### src/tvss_pkg.sv
`timescale 1ns / 1ps
// ----------------------------------------------------------------------------
// tvss_pkg
// Shared types, widths and codes for the triangle vertex snap store.
// ----------------------------------------------------------------------------
package tvss_pkg;

    // coordinate and threshold widths (signed / unsigned Q15.8)
    localparam int COORD_BITS  = 24;
    localparam int THRESH_BITS = 23;
    localparam int DIST_BITS   = (COORD_BITS + 2 > THRESH_BITS) ? COORD_BITS + 2 : THRESH_BITS;

    // default store size in triangles
    localparam int DEF_MAX_TRIANGLES = 256;

    // register port
    localparam int APB_AW = 3;
    localparam int APB_DW = 32;
    localparam logic [THRESH_BITS-1:0] THRESH_RESET = THRESH_BITS'(128);
    localparam logic REG_SNAP_THRESHOLD = 1'b0;   // paddr[2], byte address 0

    // command codes
    localparam logic FUNC_ADD    = 1'b0;
    localparam logic FUNC_REMOVE = 1'b1;

    // status codes
    localparam logic [1:0] ST_OK    = 2'd0;
    localparam logic [1:0] ST_FULL  = 2'd1;
    localparam logic [1:0] ST_EMPTY = 2'd2;

    typedef logic signed [COORD_BITS-1:0] t_coord;

    typedef struct packed {
        t_coord x;
        t_coord y;
        t_coord z;
    } t_vertex;

    typedef struct packed {
        logic   func;
        t_coord new_ax;
        t_coord new_ay;
        t_coord new_az;
        t_coord new_bx;
        t_coord new_by;
        t_coord new_bz;
        t_coord new_cx;
        t_coord new_cy;
        t_coord new_cz;
    } t_cmd;

    typedef struct packed {
        logic [1:0] status;
        t_coord     out_ax;
        t_coord     out_ay;
        t_coord     out_az;
        t_coord     out_bx;
        t_coord     out_by;
        t_coord     out_bz;
        t_coord     out_cx;
        t_coord     out_cy;
        t_coord     out_cz;
    } t_result;

    // control from the sequencer to the merge stage
    typedef struct packed {
        logic       fin;
        logic       rem;
        logic [1:0] status;
    } t_merge_ctl;

endpackage

### src/tvss_merge.sv
`timescale 1ns / 1ps
// ----------------------------------------------------------------------------
// tvss_merge
// Merge stage: gathers the three lane positions into the result word and
// picks the lane vertex to append to the store.
// ----------------------------------------------------------------------------
module tvss_merge
    import tvss_pkg::*;
(
    input  logic       i_clk,
    input  logic       i_rst_n,
    input  t_merge_ctl i_ctl,
    input  t_vertex    i_lane_pos [3],
    input  logic [1:0] i_wsel,
    output t_vertex    o_wdata,
    output logic       o_done,
    output t_result    o_result
);

    logic    r_done;
    t_result r_result;
    t_result n_result;

    // assemble the result word
    always_comb begin
        n_result        = '0;
        n_result.status = i_ctl.status;
        if (!i_ctl.rem) begin
            n_result.out_ax = i_lane_pos[0].x;
            n_result.out_ay = i_lane_pos[0].y;
            n_result.out_az = i_lane_pos[0].z;
            n_result.out_bx = i_lane_pos[1].x;
            n_result.out_by = i_lane_pos[1].y;
            n_result.out_bz = i_lane_pos[1].z;
            n_result.out_cx = i_lane_pos[2].x;
            n_result.out_cy = i_lane_pos[2].y;
            n_result.out_cz = i_lane_pos[2].z;
        end
    end

    // select the vertex being appended
    always_comb begin
        case (i_wsel)
            2'd0:    o_wdata = i_lane_pos[0];
            2'd1:    o_wdata = i_lane_pos[1];
            2'd2:    o_wdata = i_lane_pos[2];
            default: o_wdata = i_lane_pos[0];
        endcase
    end

    // strobe for one cycle
    always_ff @(posedge i_clk) begin
        if (!i_rst_n) begin
            r_done <= 1'b0;
        end else begin
            r_done <= i_ctl.fin;
        end
    end

    // hold the result word
    always_ff @(posedge i_clk) begin
        if (i_ctl.fin) begin
            r_result <= n_result;
        end
    end

    assign o_done   = r_done;
    assign o_result = r_result;

endmodule

### config.mk
export PLATFORM = sky130hd
export DESIGN_NAME = tvss_merge
export DESIGN_NICKNAME = d
export VERILOG_FILES = /design/src/tvss_pkg.sv /design/src/tvss_merge.sv
export SDC_FILE = /design/constraint.sdc
export NUM_CORES = 1
export LEC_CHECK = 0
export BUFFER_PORTS_ARGS = -buffer_cell sky130_fd_sc_hd__buf_2
export CELL_PAD_IN_SITES_DETAIL_PLACEMENT = 0
export CELL_PAD_IN_SITES_GLOBAL_PLACEMENT = 1
export CORE_AREA = 2 2 198 200
export CTS_BUF_LIST = sky130_fd_sc_hd__clkbuf_16
export CTS_CLUSTER_SIZE = 8
export DETAILED_ROUTE_END_ITERATION = 8
export DIE_AREA = 0 0 200 202
export PLACE_DENSITY = 0.68
export SETUP_SLACK_MARGIN = 0.05
export SYNTH_ARGS = -nofsm -noshare
export SYNTH_HDL_FRONTEND = slang
export SYNTH_SLANG_ARGS = --single-unit
### constraint.sdc
create_clock -name i_clk -period 2.5 [get_ports i_clk]
set_input_delay 0.125 -clock i_clk [delete_from_list [all_inputs] [get_ports i_clk]]
set_output_delay 0.125 -clock i_clk [all_outputs]
set_load 0.1 [all_outputs]
# Word-level counts from Yosys, hierarchy flattened
# Index checks and enable logic that the tools add are counted.
# classes
n_eq_ne	2
muxes	1
# op_table
cell	count
72-bit one-hot mux with 2 select lines	1
2-bit by 1-bit == test with 1-bit output, second input constant	1
2-bit == test, second input constant	1
# word_totals
ff_bits	219
input_bits	224
output_inout_bits	291
word_cells	14

# Depth between registers and ports, before layout
# depth
word_depth	2
mapped_depth	7
depth_no_buf	4

# Worst setup path before layout
# Ideal clock, no wire load.
# synth_path
path_kind	input to output
start	input port i_wsel[0]
end	output port o_wdata[69] (netlist name)
arrival_ns	2.836
slack_ns	-0.461
cell_stages	5
path_cell_list	inv_1 > ha_1 > buf_4 > buf_6 > o21ai_0
# synth_lines
element	line	source
from (decl)	tvss_merge.sv:14	input logic [1:0] i_wsel,
to (decl)	tvss_merge.sv:15	output t_vertex o_wdata,

==> summary.md <==
| Metric | Value |
|---|---|
| Largest net degree at the start of global routing | `83` |
| Synth cell types | `15` |
| Placer Congestion | `0.846` |
| Slew @ Worst Pin | `0.697 ns` |
| Critical path fanouts, max | `38` |
| Arrival @ worst endpoint | `1.83 ns` |
| Fin cells | `1975` |
| Die Y | `~200 µm` |
| Port Buf Inserts | `slightly above 500` |
| First-pass GRT wire length | `roughly 50000 µm` |
| Synth async-reset ratio | `0` |
| Crit path capture type | `primary output` |
| MaxCap Viol Count | `0` |
| Synthesized netlist cell count | `712` |
| Die X | `200 µm` |
| Top post-synthesis cells by area | `edfxtp_1 67%, nor2b_1 8.0%, nor2b_2 8.0%` |
| TritonCTS Buffers | `31` |
| Largest family of logic cells by synthesized area | `simple AND/OR/NAND/NOR gates` |
| Dpl cells | `1711` |
| PwrDens | `805 mW/mm²` |
| Crit Path Class | `in -> out` |
| Core ar. | `~0.038 mm²` |
| Max-slew violation total from the final report | `0` |
| FMAX | `511 MHz` |
| Mapped cell area | `0.00984 mm²` |
| Area leader, netlist | `edfxtp_1` |
| Detailed-placement wirelength estimate | `23200 µm` |
| Worst IR Drop VDD | `0.513 mV` |
| Pwr Total | `around 13 mW` |
| Setup repair after global routing missed its margin | `no` |
| Yosys top cell area share | `0.665` |
| Sequential area share after synthesis | `0.667` |
| Register Area | `0.00657 mm²` |
| # resized after CTS | `0` |
| Startpoint Class | `input port` |
| Row count | `72` |
| IO Pins | `515` |
| Gr usage total | `0.160` |
| Via count | `8566` |
| Endpoints failing setup | `0` |
| DR pass1 iterations | `5` |
| Adder-cell share of the synthesized area | `0.00254` |
| Initial antenna violation count | `0` |
| Fillcell total | `3554` |
| Status | `complete, no violations` |
| Gr ovfl total | `0` |
| Crit path time final | `1.96 ns` |
| Vias per cell | `4.34` |
| Vias in the first global route | `between 8000 and 9000` |
| Synth-to-Final Area Change | `62.6%` |
| Post-synth EDFFs | `218` |
| Yosys warning total | `0` |
| Synth Register Bits | `219` |
| Clock-pin slew on the worst setup and hold paths | `0.05 ns` |
| Clock buffer depth | `3` |
| Starting density of the core | `0.257` |
| CTS sink cnt | `219` |
| Max_slew headroom | `0.535` |
| DRC errors left | `0` |
| Leakage power | `6.70 nW` |
| Hold Violations, Final | `0` |
| Die area | `0.0404 mm²` |
| Final wirelength | `34400 µm` |
| Post-synthesis simple-gate area fraction | `0.188` |
| Multi-input logic area | `0.00280 mm²` |
| Top-count cell post-synth | `edfxtp_1` |
| Period utilization | `0.783` |
| Post-Syn Nets | `938` |
| Compound-Gate Fraction of Synth Area | `0.0915` |
| # diodes | `0` |
| Post-synthesis mux area share | `0` |
| CTS tree | `yes` |
| Initial drt markers | `410` |
| Wirelength per Cell | `17.4 µm` |
| Fin nets | `1671` |
| Main synth FF type | `edfxtp_1` |
| Hold Crit Class | `in -> reg` |
| Syn_area_per_cell | `13.8 µm²` |
| Req. time, crit path | `approximately 2.4 ns` |
| Remaining antenna violation count after routing | `0` |
| Root Driver | `clkbuf_16` |
| Share of layout cells above drive strength 1 | `0.454` |
| Synth cell count leaders | `218 x edfxtp_1, 126 x nor2b_1, 90 x nor2b_2` |
| Fin util | `0.418` |
| H-tree depth | `1` |
| Xor/xnor share of the synthesized area | `0` |
cell type report:
cell class / count / share of cell area
well taps: 518 / 0.0405
inverters: 2 / 0.000469
flip-flops and latches: 219 / 0.410
clock buffers: 31 / 0.0485
clock inverters: 14 / 0.00493
multi-input cells: 435 / 0.175
repair buffers: 756 / 0.320
metrics by stage:
| step | instance area (µm²) | setup slack (ns) | setup TNS [ns] | hold WS, ns |
|---|---|---|---|---|
| after detailed placement | 13000 | 0.564 | 0 | 0.305 |
| after global placement | 13000 | 0.582 | 0 | 0.302 |
| after floorplan | 9840 | -0.461 | -0.922 | 0.224 |
| after global routing | 16000 | 0.454 | 0 | 0.147 |
| final | 16000 | 0.543 | 0 | 0.133 |
| after CTS | 16000 | 0.557 | 0 | 0.122 |
report_power, final:
part | internal (mW) | switching, mW
combinational | 0.883 | 3.81
clock | 2.27 | 1.47
sequential | 4.37 | 0.0732
worst max-delay path, stage by stage:
cell and delay, ns:
buf_2 0.12, inv_1 0.09, ha_4 0.34, buf_12 0.29, a22oi_1 0.22, o21ai_1 0.16, buf_2 0.44
state kept, by name (all words and copies together) (netlist names):
register and cells:
o_done 1, o_result 218
final timing paths:
check	cells after the start	end	from	slack [ns]
worst max-delay path	7	o_wdata[23]	i_wsel[0]	0.54
worst min-delay path	1	o_result[84]	i_ctl[3]	0.13
metal layers:
metal	wire, µm	GRT usage	vias to the layer above
met5	0	0	-
met2	16900	0.290	434
li1	-	-	4015
met1	13000	0.173	4028
met3	3030	0.0442	89
met4	1410	0.0722	0
logic make-up after synthesis:
logic type / count (synthesis)
AND/OR/NAND/NOR: 289
flip-flops: 219
AO/OA/AOI/OAI: 144
buffers and inverters: 58
adder cells (fa/ha/maj): 2
cell usage in the layout, fill, tap and decap left out, types with 2 or more instances in the layout:
cell type,n
a22oi_1,72
buf_12,13
buf_2,510
buf_4,12
clkbuf_16,31
clkbuf_8,2
dlygate4sd3_1,219
edfxtp_1,218
ha_4,2
inv_1,15
nand2_1,72
nor2b_1,126
nor2b_2,90
o21ai_0,2
o21ai_1,70
timing repair:
| action | CTS | global route |
|---|---|---|
| endpoints found under the hold margin | 219 | 0 |
| setup buffers | 0 | 0 |
| hold buffers | 219 | 0 |
No activity file was read; power rests on OpenSTA's default activity.
