===== src/tvss_pkg.sv =====
`timescale 1ns / 1ps
// ----------------------------------------------------------------------------
// tvss_pkg
// Shared types, widths and codes for the triangle vertex snap store.
// ----------------------------------------------------------------------------
package tvss_pkg;

    // coordinate and threshold widths (signed / unsigned Q15.8)
    localparam int COORD_BITS  = 24;
    localparam int THRESH_BITS = 23;
    localparam int DIST_BITS   = (COORD_BITS + 2 > THRESH_BITS) ? COORD_BITS + 2 : THRESH_BITS;

    // default store size in triangles
    localparam int DEF_MAX_TRIANGLES = 256;

    // register port
    localparam int APB_AW = 3;
    localparam int APB_DW = 32;
    localparam logic [THRESH_BITS-1:0] THRESH_RESET = THRESH_BITS'(128);
    localparam logic REG_SNAP_THRESHOLD = 1'b0;   // paddr[2], byte address 0

    // command codes
    localparam logic FUNC_ADD    = 1'b0;
    localparam logic FUNC_REMOVE = 1'b1;

    // status codes
    localparam logic [1:0] ST_OK    = 2'd0;
    localparam logic [1:0] ST_FULL  = 2'd1;
    localparam logic [1:0] ST_EMPTY = 2'd2;

    typedef logic signed [COORD_BITS-1:0] t_coord;

    typedef struct packed {
        t_coord x;
        t_coord y;
        t_coord z;
    } t_vertex;

    typedef struct packed {
        logic   func;
        t_coord new_ax;
        t_coord new_ay;
        t_coord new_az;
        t_coord new_bx;
        t_coord new_by;
        t_coord new_bz;
        t_coord new_cx;
        t_coord new_cy;
        t_coord new_cz;
    } t_cmd;

    typedef struct packed {
        logic [1:0] status;
        t_coord     out_ax;
        t_coord     out_ay;
        t_coord     out_az;
        t_coord     out_bx;
        t_coord     out_by;
        t_coord     out_bz;
        t_coord     out_cx;
        t_coord     out_cy;
        t_coord     out_cz;
    } t_result;

    // control from the sequencer to the merge stage
    typedef struct packed {
        logic       fin;
        logic       rem;
        logic [1:0] status;
    } t_merge_ctl;

endpackage


===== src/tvss_lane.sv =====
`timescale 1ns / 1ps
// ----------------------------------------------------------------------------
// tvss_lane
// One snap lane: holds a new vertex and moves it onto each stored vertex
// that lies closer than the threshold in Manhattan distance.
// ----------------------------------------------------------------------------
module tvss_lane
    import tvss_pkg::*;
(
    input  logic                   i_clk,
    input  logic                   i_load,
    input  t_vertex                i_load_pos,
    input  logic                   i_upd,
    input  t_vertex                i_stored,
    input  logic [THRESH_BITS-1:0] i_thresh,
    output t_vertex                o_pos
);

    t_vertex r_pos;
    t_vertex n_pos;

    logic signed [COORD_BITS:0] dx, dy, dz;
    logic signed [COORD_BITS:0] ndx, ndy, ndz;
    logic [COORD_BITS-1:0]      ax, ay, az;
    logic [DIST_BITS-1:0]       gap_sum;
    logic                       hit;

    // absolute differences per axis (both directions side by side), then the sum
    always_comb begin
        dx   = {i_stored.x[COORD_BITS-1], i_stored.x} - {r_pos.x[COORD_BITS-1], r_pos.x};
        dy   = {i_stored.y[COORD_BITS-1], i_stored.y} - {r_pos.y[COORD_BITS-1], r_pos.y};
        dz   = {i_stored.z[COORD_BITS-1], i_stored.z} - {r_pos.z[COORD_BITS-1], r_pos.z};
        ndx  = {r_pos.x[COORD_BITS-1], r_pos.x} - {i_stored.x[COORD_BITS-1], i_stored.x};
        ndy  = {r_pos.y[COORD_BITS-1], r_pos.y} - {i_stored.y[COORD_BITS-1], i_stored.y};
        ndz  = {r_pos.z[COORD_BITS-1], r_pos.z} - {i_stored.z[COORD_BITS-1], i_stored.z};
        ax   = dx[COORD_BITS] ? ndx[COORD_BITS-1:0] : dx[COORD_BITS-1:0];
        ay   = dy[COORD_BITS] ? ndy[COORD_BITS-1:0] : dy[COORD_BITS-1:0];
        az   = dz[COORD_BITS] ? ndz[COORD_BITS-1:0] : dz[COORD_BITS-1:0];
        gap_sum = DIST_BITS'(ax) + DIST_BITS'(ay) + DIST_BITS'(az);
        hit  = gap_sum < DIST_BITS'(i_thresh);
    end

    // load a new vertex, or snap onto the stored one on a hit
    always_comb begin
        n_pos = r_pos;
        if (i_load) begin
            n_pos = i_load_pos;
        end else if (i_upd && hit) begin
            n_pos = i_stored;
        end
    end

    always_ff @(posedge i_clk) begin
        r_pos <= n_pos;
    end

    assign o_pos = r_pos;

endmodule


===== config.mk =====
export PLATFORM = sky130hd
export DESIGN_NAME = tvss_lane
export DESIGN_NICKNAME = d
export VERILOG_FILES = /design/src/tvss_pkg.sv /design/src/tvss_lane.sv
export SDC_FILE = /design/constraint.sdc
export NUM_CORES = 1
export LEC_CHECK = 0
export BUFFER_PORTS_ARGS = -buffer_cell sky130_fd_sc_hd__buf_2
export CORE_MARGIN = 4
export CORE_UTILIZATION = 63
export CTS_CLUSTER_SIZE = 28
export DETAILED_ROUTE_END_ITERATION = 7
export PLACE_DENSITY = 0.89
export RECOVER_POWER = 25
export SLEW_MARGIN = 25
export SYNTH_ARGS = -nofsm -noshare
export SYNTH_HDL_FRONTEND = slang
export SYNTH_SLANG_ARGS = --single-unit

===== constraint.sdc =====
create_clock -name i_clk -period 27.8 [get_ports i_clk]
set_input_delay 6.95 -clock i_clk [delete_from_list [all_inputs] [get_ports i_clk]]
set_output_delay 6.95 -clock i_clk [all_outputs]
set_load 0.01 [all_outputs]

Word-level counts from Yosys, hierarchy flattened

Cells that the tools add are included.

Add/subtract/negate cells: 8
$mul: 0
Div/mod/pow operators: 0
Order comparisons: 1
Equal/unequal tests: 0
Shift-type cells: 0
Muxes and demuxes: 5
Bitwise operators: 0
Reduce and logical (&&, ||, !) cells: 2

Operators by type and width:

| cell                                  | count |
|---|---|
| 2-to-1 mux 72 bit                     | 2 |
| subtractor 24 x 24 -> 25 bit          | 3 |
| 2-to-1 mux 24 bit                     | 3 |
| subtractor 24 bit                     | 3 |
| adder 25 x 24 -> 26 bit               | 1 |
| less-than comparator 26 x 23 -> 1 bit | 1 |
| adder 24 x 24 -> 25 bit               | 1 |
| nonzero test 2 bit                    | 1 |
| logical AND 1 bit                     | 1 |

Flip-flop bits (word level): 72
Bits in latches: 0
RAM bits: 0
Memory bits (read-only): 0
Input bits: 170
Logic and storage cells: 19
Memories kept: 0

Longest topological paths before layout

Depth after elaboration: 8
Mapped depth: 35
Mapped depth without buffers: 33

Least setup slack after synthesis

Ideal clock, no wire load.

Kind: input -> register
Start point: input i_stored[24] (netlist bit)
End point: register r_pos (netlist bit o_pos[0]) (enable)
Arrival: 13834 ps
Data required time: 27397 ps
Path slack: 13563 ps
Cell stages on the path: 34
Path buffers: 3
Cells stage by stage: inv_1 -> ha_1 -> inv_1 -> fa_1 -> nand3_1 -> nand2_1 -> a31oi_1 -> o211ai_2 -> o21ai_4 -> buf_2 -> buf_4 -> buf_4 -> mux2i_1 -> xor2_1 -> fa_1 -> inv_1 -> ha_1 -> a21o_1 -> a21oi_1 -> o21ai_0 -> a311oi_1 -> o211ai_1 -> and2_1 -> o21ai_0 -> a21oi_1 -> xor2_1 -> ha_1 -> a21o_1 -> a21oi_1 -> nor2b_1 -> o21ai_0 -> nand4_1 -> a311oi_1 -> a31o_2

Word-level cells in the longest chain between the ends: 7
Elaborated cells between the ends (all ways): 8
Classes of those cells: add/sub: 4; order compare: 1; mux: 1; reduce/logical: 2

Ends and longest elaborated chain:

| item                                                                     | RTL line                         | text |
|---|---|---|
| from (decl)                                                              | tvss_lane.sv:14                  | `input t_vertex i_stored,` |
| subtractor 24 x 24 -> 25 bit / subtractor 24 bit (equally long branches) | tvss_lane.sv:31, tvss_lane.sv:34 |  |
| 2-to-1 mux 24 bit (*)                                                    | tvss_lane.sv:37                  | `ay = dy[COORD_BITS] ? ndy[COORD_BITS-1:0] : dy[COORD_BITS-1:0];` |
| adder 24 x 24 -> 25 bit (*)                                              | tvss_lane.sv:39                  | `gap_sum = DIST_BITS'(ax) + DIST_BITS'(ay) + DIST_BITS'(az);` |
| adder 25 x 24 -> 26 bit (*)                                              | tvss_lane.sv:39                  |  |
| less-than comparator 26 x 23 -> 1 bit (*)                                | tvss_lane.sv:40                  | `hit = gap_sum < DIST_BITS'(i_thresh);` |
| logical AND 1 bit (*)                                                    | tvss_lane.sv:48                  | `end else if (i_upd && hit) begin` |
| nonzero test 2 bit (no source line) (*)                                  | --                               |  |
| to (signal assigned)                                                     | tvss_lane.sv:54                  | `r_pos <= n_pos;` |
| to (decl)                                                                | tvss_lane.sv:19                  | `t_vertex r_pos;` |

Mark *: on every way between the ends. The rest lies on a longest branch, timed or not.
A chain may end at the register's enable or synchronous reset.

Final worst setup path

Start point: input i_stored[48] (netlist bit)
End point: register r_pos (netlist bit o_pos[60]) (enable)

Word-level cells in the longest chain between the ends: 7
Elaborated cells between the ends (all ways): 8
Classes of those cells: add/sub: 4; order compare: 1; mux: 1; reduce/logical: 2

Ends and longest elaborated chain:

| item                                                                     | RTL line                         | text |
|---|---|---|
| subtractor 24 x 24 -> 25 bit / subtractor 24 bit (equally long branches) | tvss_lane.sv:30, tvss_lane.sv:33 |  |
| 2-to-1 mux 24 bit (*)                                                    | tvss_lane.sv:36                  | `ax = dx[COORD_BITS] ? ndx[COORD_BITS-1:0] : dx[COORD_BITS-1:0];` |
| adder 24 x 24 -> 25 bit (*)                                              | tvss_lane.sv:39                  |  |
| adder 25 x 24 -> 26 bit (*)                                              | tvss_lane.sv:39                  |  |
| less-than comparator 26 x 23 -> 1 bit (*)                                | tvss_lane.sv:40                  |  |
| logical AND 1 bit (*)                                                    | tvss_lane.sv:48                  |  |
| nonzero test 2 bit (no source line) (*)                                  | --                               |  |

Marks and branches as above.

==> reports/qor.txt <==
largest net degree at the start of global routing: 77
Post-Synthesis Cell Area: 12,920 um^2
Die X: 151.2 um
failing checks: capacitance limit, slew limit
synth unique cells: 82
CP required: 27.85 ns
endpoint class of the critical path: flop
GRT met2 Usage: 0.5381
drc violations: 0
final cycle utilization of the critical path: 0.5334
cell count after synthesis: 1,667
GRT overflow: 0
Hold Path End: o_pos[69]
I/O pin cnt: 242
async set-reset flop share out of synthesis: 0
antenna diode count: 0
CP top delay family: compound AO/OA/AOI/OAI gates
vias in the first global route: 12,190
GR Util met1: 0.4258
fin. max-slew vios: 68
Initial Util: 0.6404
crit path kind: in2reg
ratio of cells with drive above 1 in the final layout: 0.1496
GRT Util Overall: 0.3217
Hold WS: 1.921 ns
antenna viol nets, final: 0
Clock Tree Root: clkbuf_16
hold path depth: 6
worst hold path class: reg2reg
Final Hold Fails: 0
Register Area: 2162 um^2
Net Count, Synth: 2,054
Post-synth EDFFs: 72
global-route wire length before repair: 59.32 mm
CTS Hold Buffers Added: 0
Detailed Place HPWL: 30.17 mm
clock skew: 0.01211 ns
clock tree from TritonCTS: yes
hold path start: o_pos[22]
# resized after CTS: 0
Fmax: 67.44 MHz
mean post-synth cell area: 7.749 um^2
Die Height: 151.2 um
maxcap violations: 1
Slew HR: -0.6424
Final Non-Filler Cells: 2,128
RR Endpoint: o_pos[60]
# setup viols final: 0
met3 Track Usage GR: 0.04728
crit path max fanout: 27
wire per inst: 17.77 um
most frequent cells in the layout: inv_1 (251), buf_2 (219), ha_1 (186)
dominant synthesized flop cell: edfxtp_1
Worst-Skew Late Latency: 0.36 ns
input/output buffers: 241
via count: 12,910
setup bufs post-CTS: 0
Core ar.: 20,170 um^2
row cnt: 52
filler instances: 1,656
Nets: 2,241
flop-to-flop setup slack: 19.35 ns
unrepaired setup endpoints after global routing: no
GPL Wtd Cong: 0.9676
WP buf/inv: 5
slowest CP cell: a311oi_1
final wirelength: 37.82 mm
GRT busiest layer: met2
Startpoint Class: primary input
Final Cell Area: 14,560 um^2
Initial DRC Count: 1,305
min Tclk post-route: 14.83 ns
CTS Buf Count: 9
Setup TNS Final: 0 ns
Clock transition at path regs: 0.07 ns
cell area after placement: 14,230 um^2
Slew @ Worst Pin: 2.464 ns
CTS sink cnt: 72
vias per cell: 6.065
die area: 22,860 um^2
H-tree lvl count: 3
Layout area overhead: 12.68%
commonest non-fill, non-tap cell in the layout: inv_1
share of the yosys chip area belonging to registers: 0.1674
Worst Reg2Reg Path Length in Cells: 32
Placed Instances: 2,113
Multi-input gate area: 9514 um^2
RR Startpoint: o_pos[48]
initial antenna violation count: 0
FF+latch count, synth: 72
TritonRoute pass-1 iters: 7
Largest register FFs: 72
max incr delay on CP: 0.61 ns
YS warnings: 0
CP arrival: 14.88 ns
deepest clock path buffer count: 2
outcome: finished, violations left
-- worst max-delay path by stage --
stage	from	to	slack, ns	depth (start not counted)
6_report	i_stored[48]	o_pos[60]	12.97	34
5_1_grt	i_stored[48]	o_pos[60]	12.22	34
4_1_cts	i_stored[48]	o_pos[60]	13.18	34
3_5_place_dp	i_stored[48]	o_pos[60]	12.94	34
3_3_place_gp	i_stored[0]	o_pos[0]	12.85	33
2_1_floorplan	i_stored[24]	o_pos[0]	13.56	34
-- area by class of cell --
class	count	area share
clock buffer	9	0.01547
inverter	251	0.06473
timing repair buffer	246	0.08527
clock inverter	6	0.009112
tap	270	0.02321
multi-input combinational	1274	0.6537
sequential	72	0.1485
-- Yosys cell counts (3+ instances only) --
| library cell | count | area [um^2] |
|---|---|---|
| nor2_1 | 74 | 277.8 |
| a31o_2 | 4 | 35.03 |
| a21oi_1 | 161 | 805.8 |
| nand2b_1 | 12 | 75.07 |
| a31oi_1 | 14 | 87.58 |
| o21a_1 | 14 | 105.1 |
| a21o_1 | 74 | 555.5 |
| edfxtp_1 | 72 | 2162 |
| xor2_1 | 31 | 271.5 |
| nor3_1 | 19 | 95.09 |
| a221o_1 | 3 | 30.03 |
| o2111ai_1 | 3 | 26.28 |
| mux2i_1 | 43 | 430.4 |
| a221oi_1 | 7 | 61.31 |
| inv_1 | 251 | 942.2 |
| and4_1 | 4 | 35.03 |
| and3_1 | 17 | 106.4 |
| o211ai_1 | 8 | 60.06 |
| mux2_2 | 15 | 168.9 |
| o221ai_1 | 3 | 26.28 |
| o21bai_1 | 26 | 195.2 |
| o31ai_1 | 9 | 67.56 |
| a211oi_1 | 22 | 165.2 |
| ha_1 | 186 | 2327 |
| a211o_1 | 6 | 52.55 |
| o31a_1 | 4 | 35.03 |
| clkbuf_1 | 42 | 157.7 |
| and2_1 | 15 | 93.84 |
| nor4_1 | 3 | 18.77 |
| nand3_1 | 28 | 140.1 |
| nor2b_1 | 24 | 150.1 |
| fa_1 | 31 | 620.6 |
| a21boi_0 | 5 | 37.54 |
| or3_1 | 7 | 43.79 |
| nand2_1 | 144 | 540.5 |
| o21ai_1 | 4 | 20.02 |
| xnor2_1 | 48 | 420.4 |
| buf_2 | 24 | 120.1 |
| a311o_1 | 3 | 30.03 |
| nand4_1 | 15 | 93.84 |
| o21ai_0 | 138 | 690.7 |
-- cells by family after synthesis --
family | Yosys count | synth area share
compound gates | 545 | 0.2685
simple gates | 371 | 0.1345
buf+inv | 321 | 0.09735
fa+ha+maj | 217 | 0.2282
xor+xnor | 79 | 0.05356
flops | 72 | 0.1674
mux | 62 | 0.05046
-- layer usage --
| metal | wire length [um] | share of wire | vias up |
|---|---|---|---|
| met2 | 17610 | 0.47 | 680 |
| li1 | - | - | 6188 |
| met1 | 15740 | 0.42 | 5938 |
| met5 | 0 | 0 | - |
| met3 | 3290 | 0.087 | 101 |
| met4 | 1184 | 0.031 | 0 |
-- per-stage QoR --
stage	worst slack, ns	util
2_1_floorplan	13.56	-
3_3_place_gp	12.85	0.7030
3_5_place_dp	12.94	0.7054
4_1_cts	13.18	0.7231
5_1_grt	12.22	0.7217
6_report	12.97	0.7217
-- worst min-delay path, stage by stage, from the launching register on --
cell and delay (ns):
edfxtp_1 0.39, ha_1 0.25, xnor2_1 0.19, fa_1 0.18
ha_1 0.18, mux2i_1 0.12, a31o_4 0.38
Power is left out: the tool's default activity adds up to more than one toggle a clock period on the data nets, which glitch-free logic cannot reach.
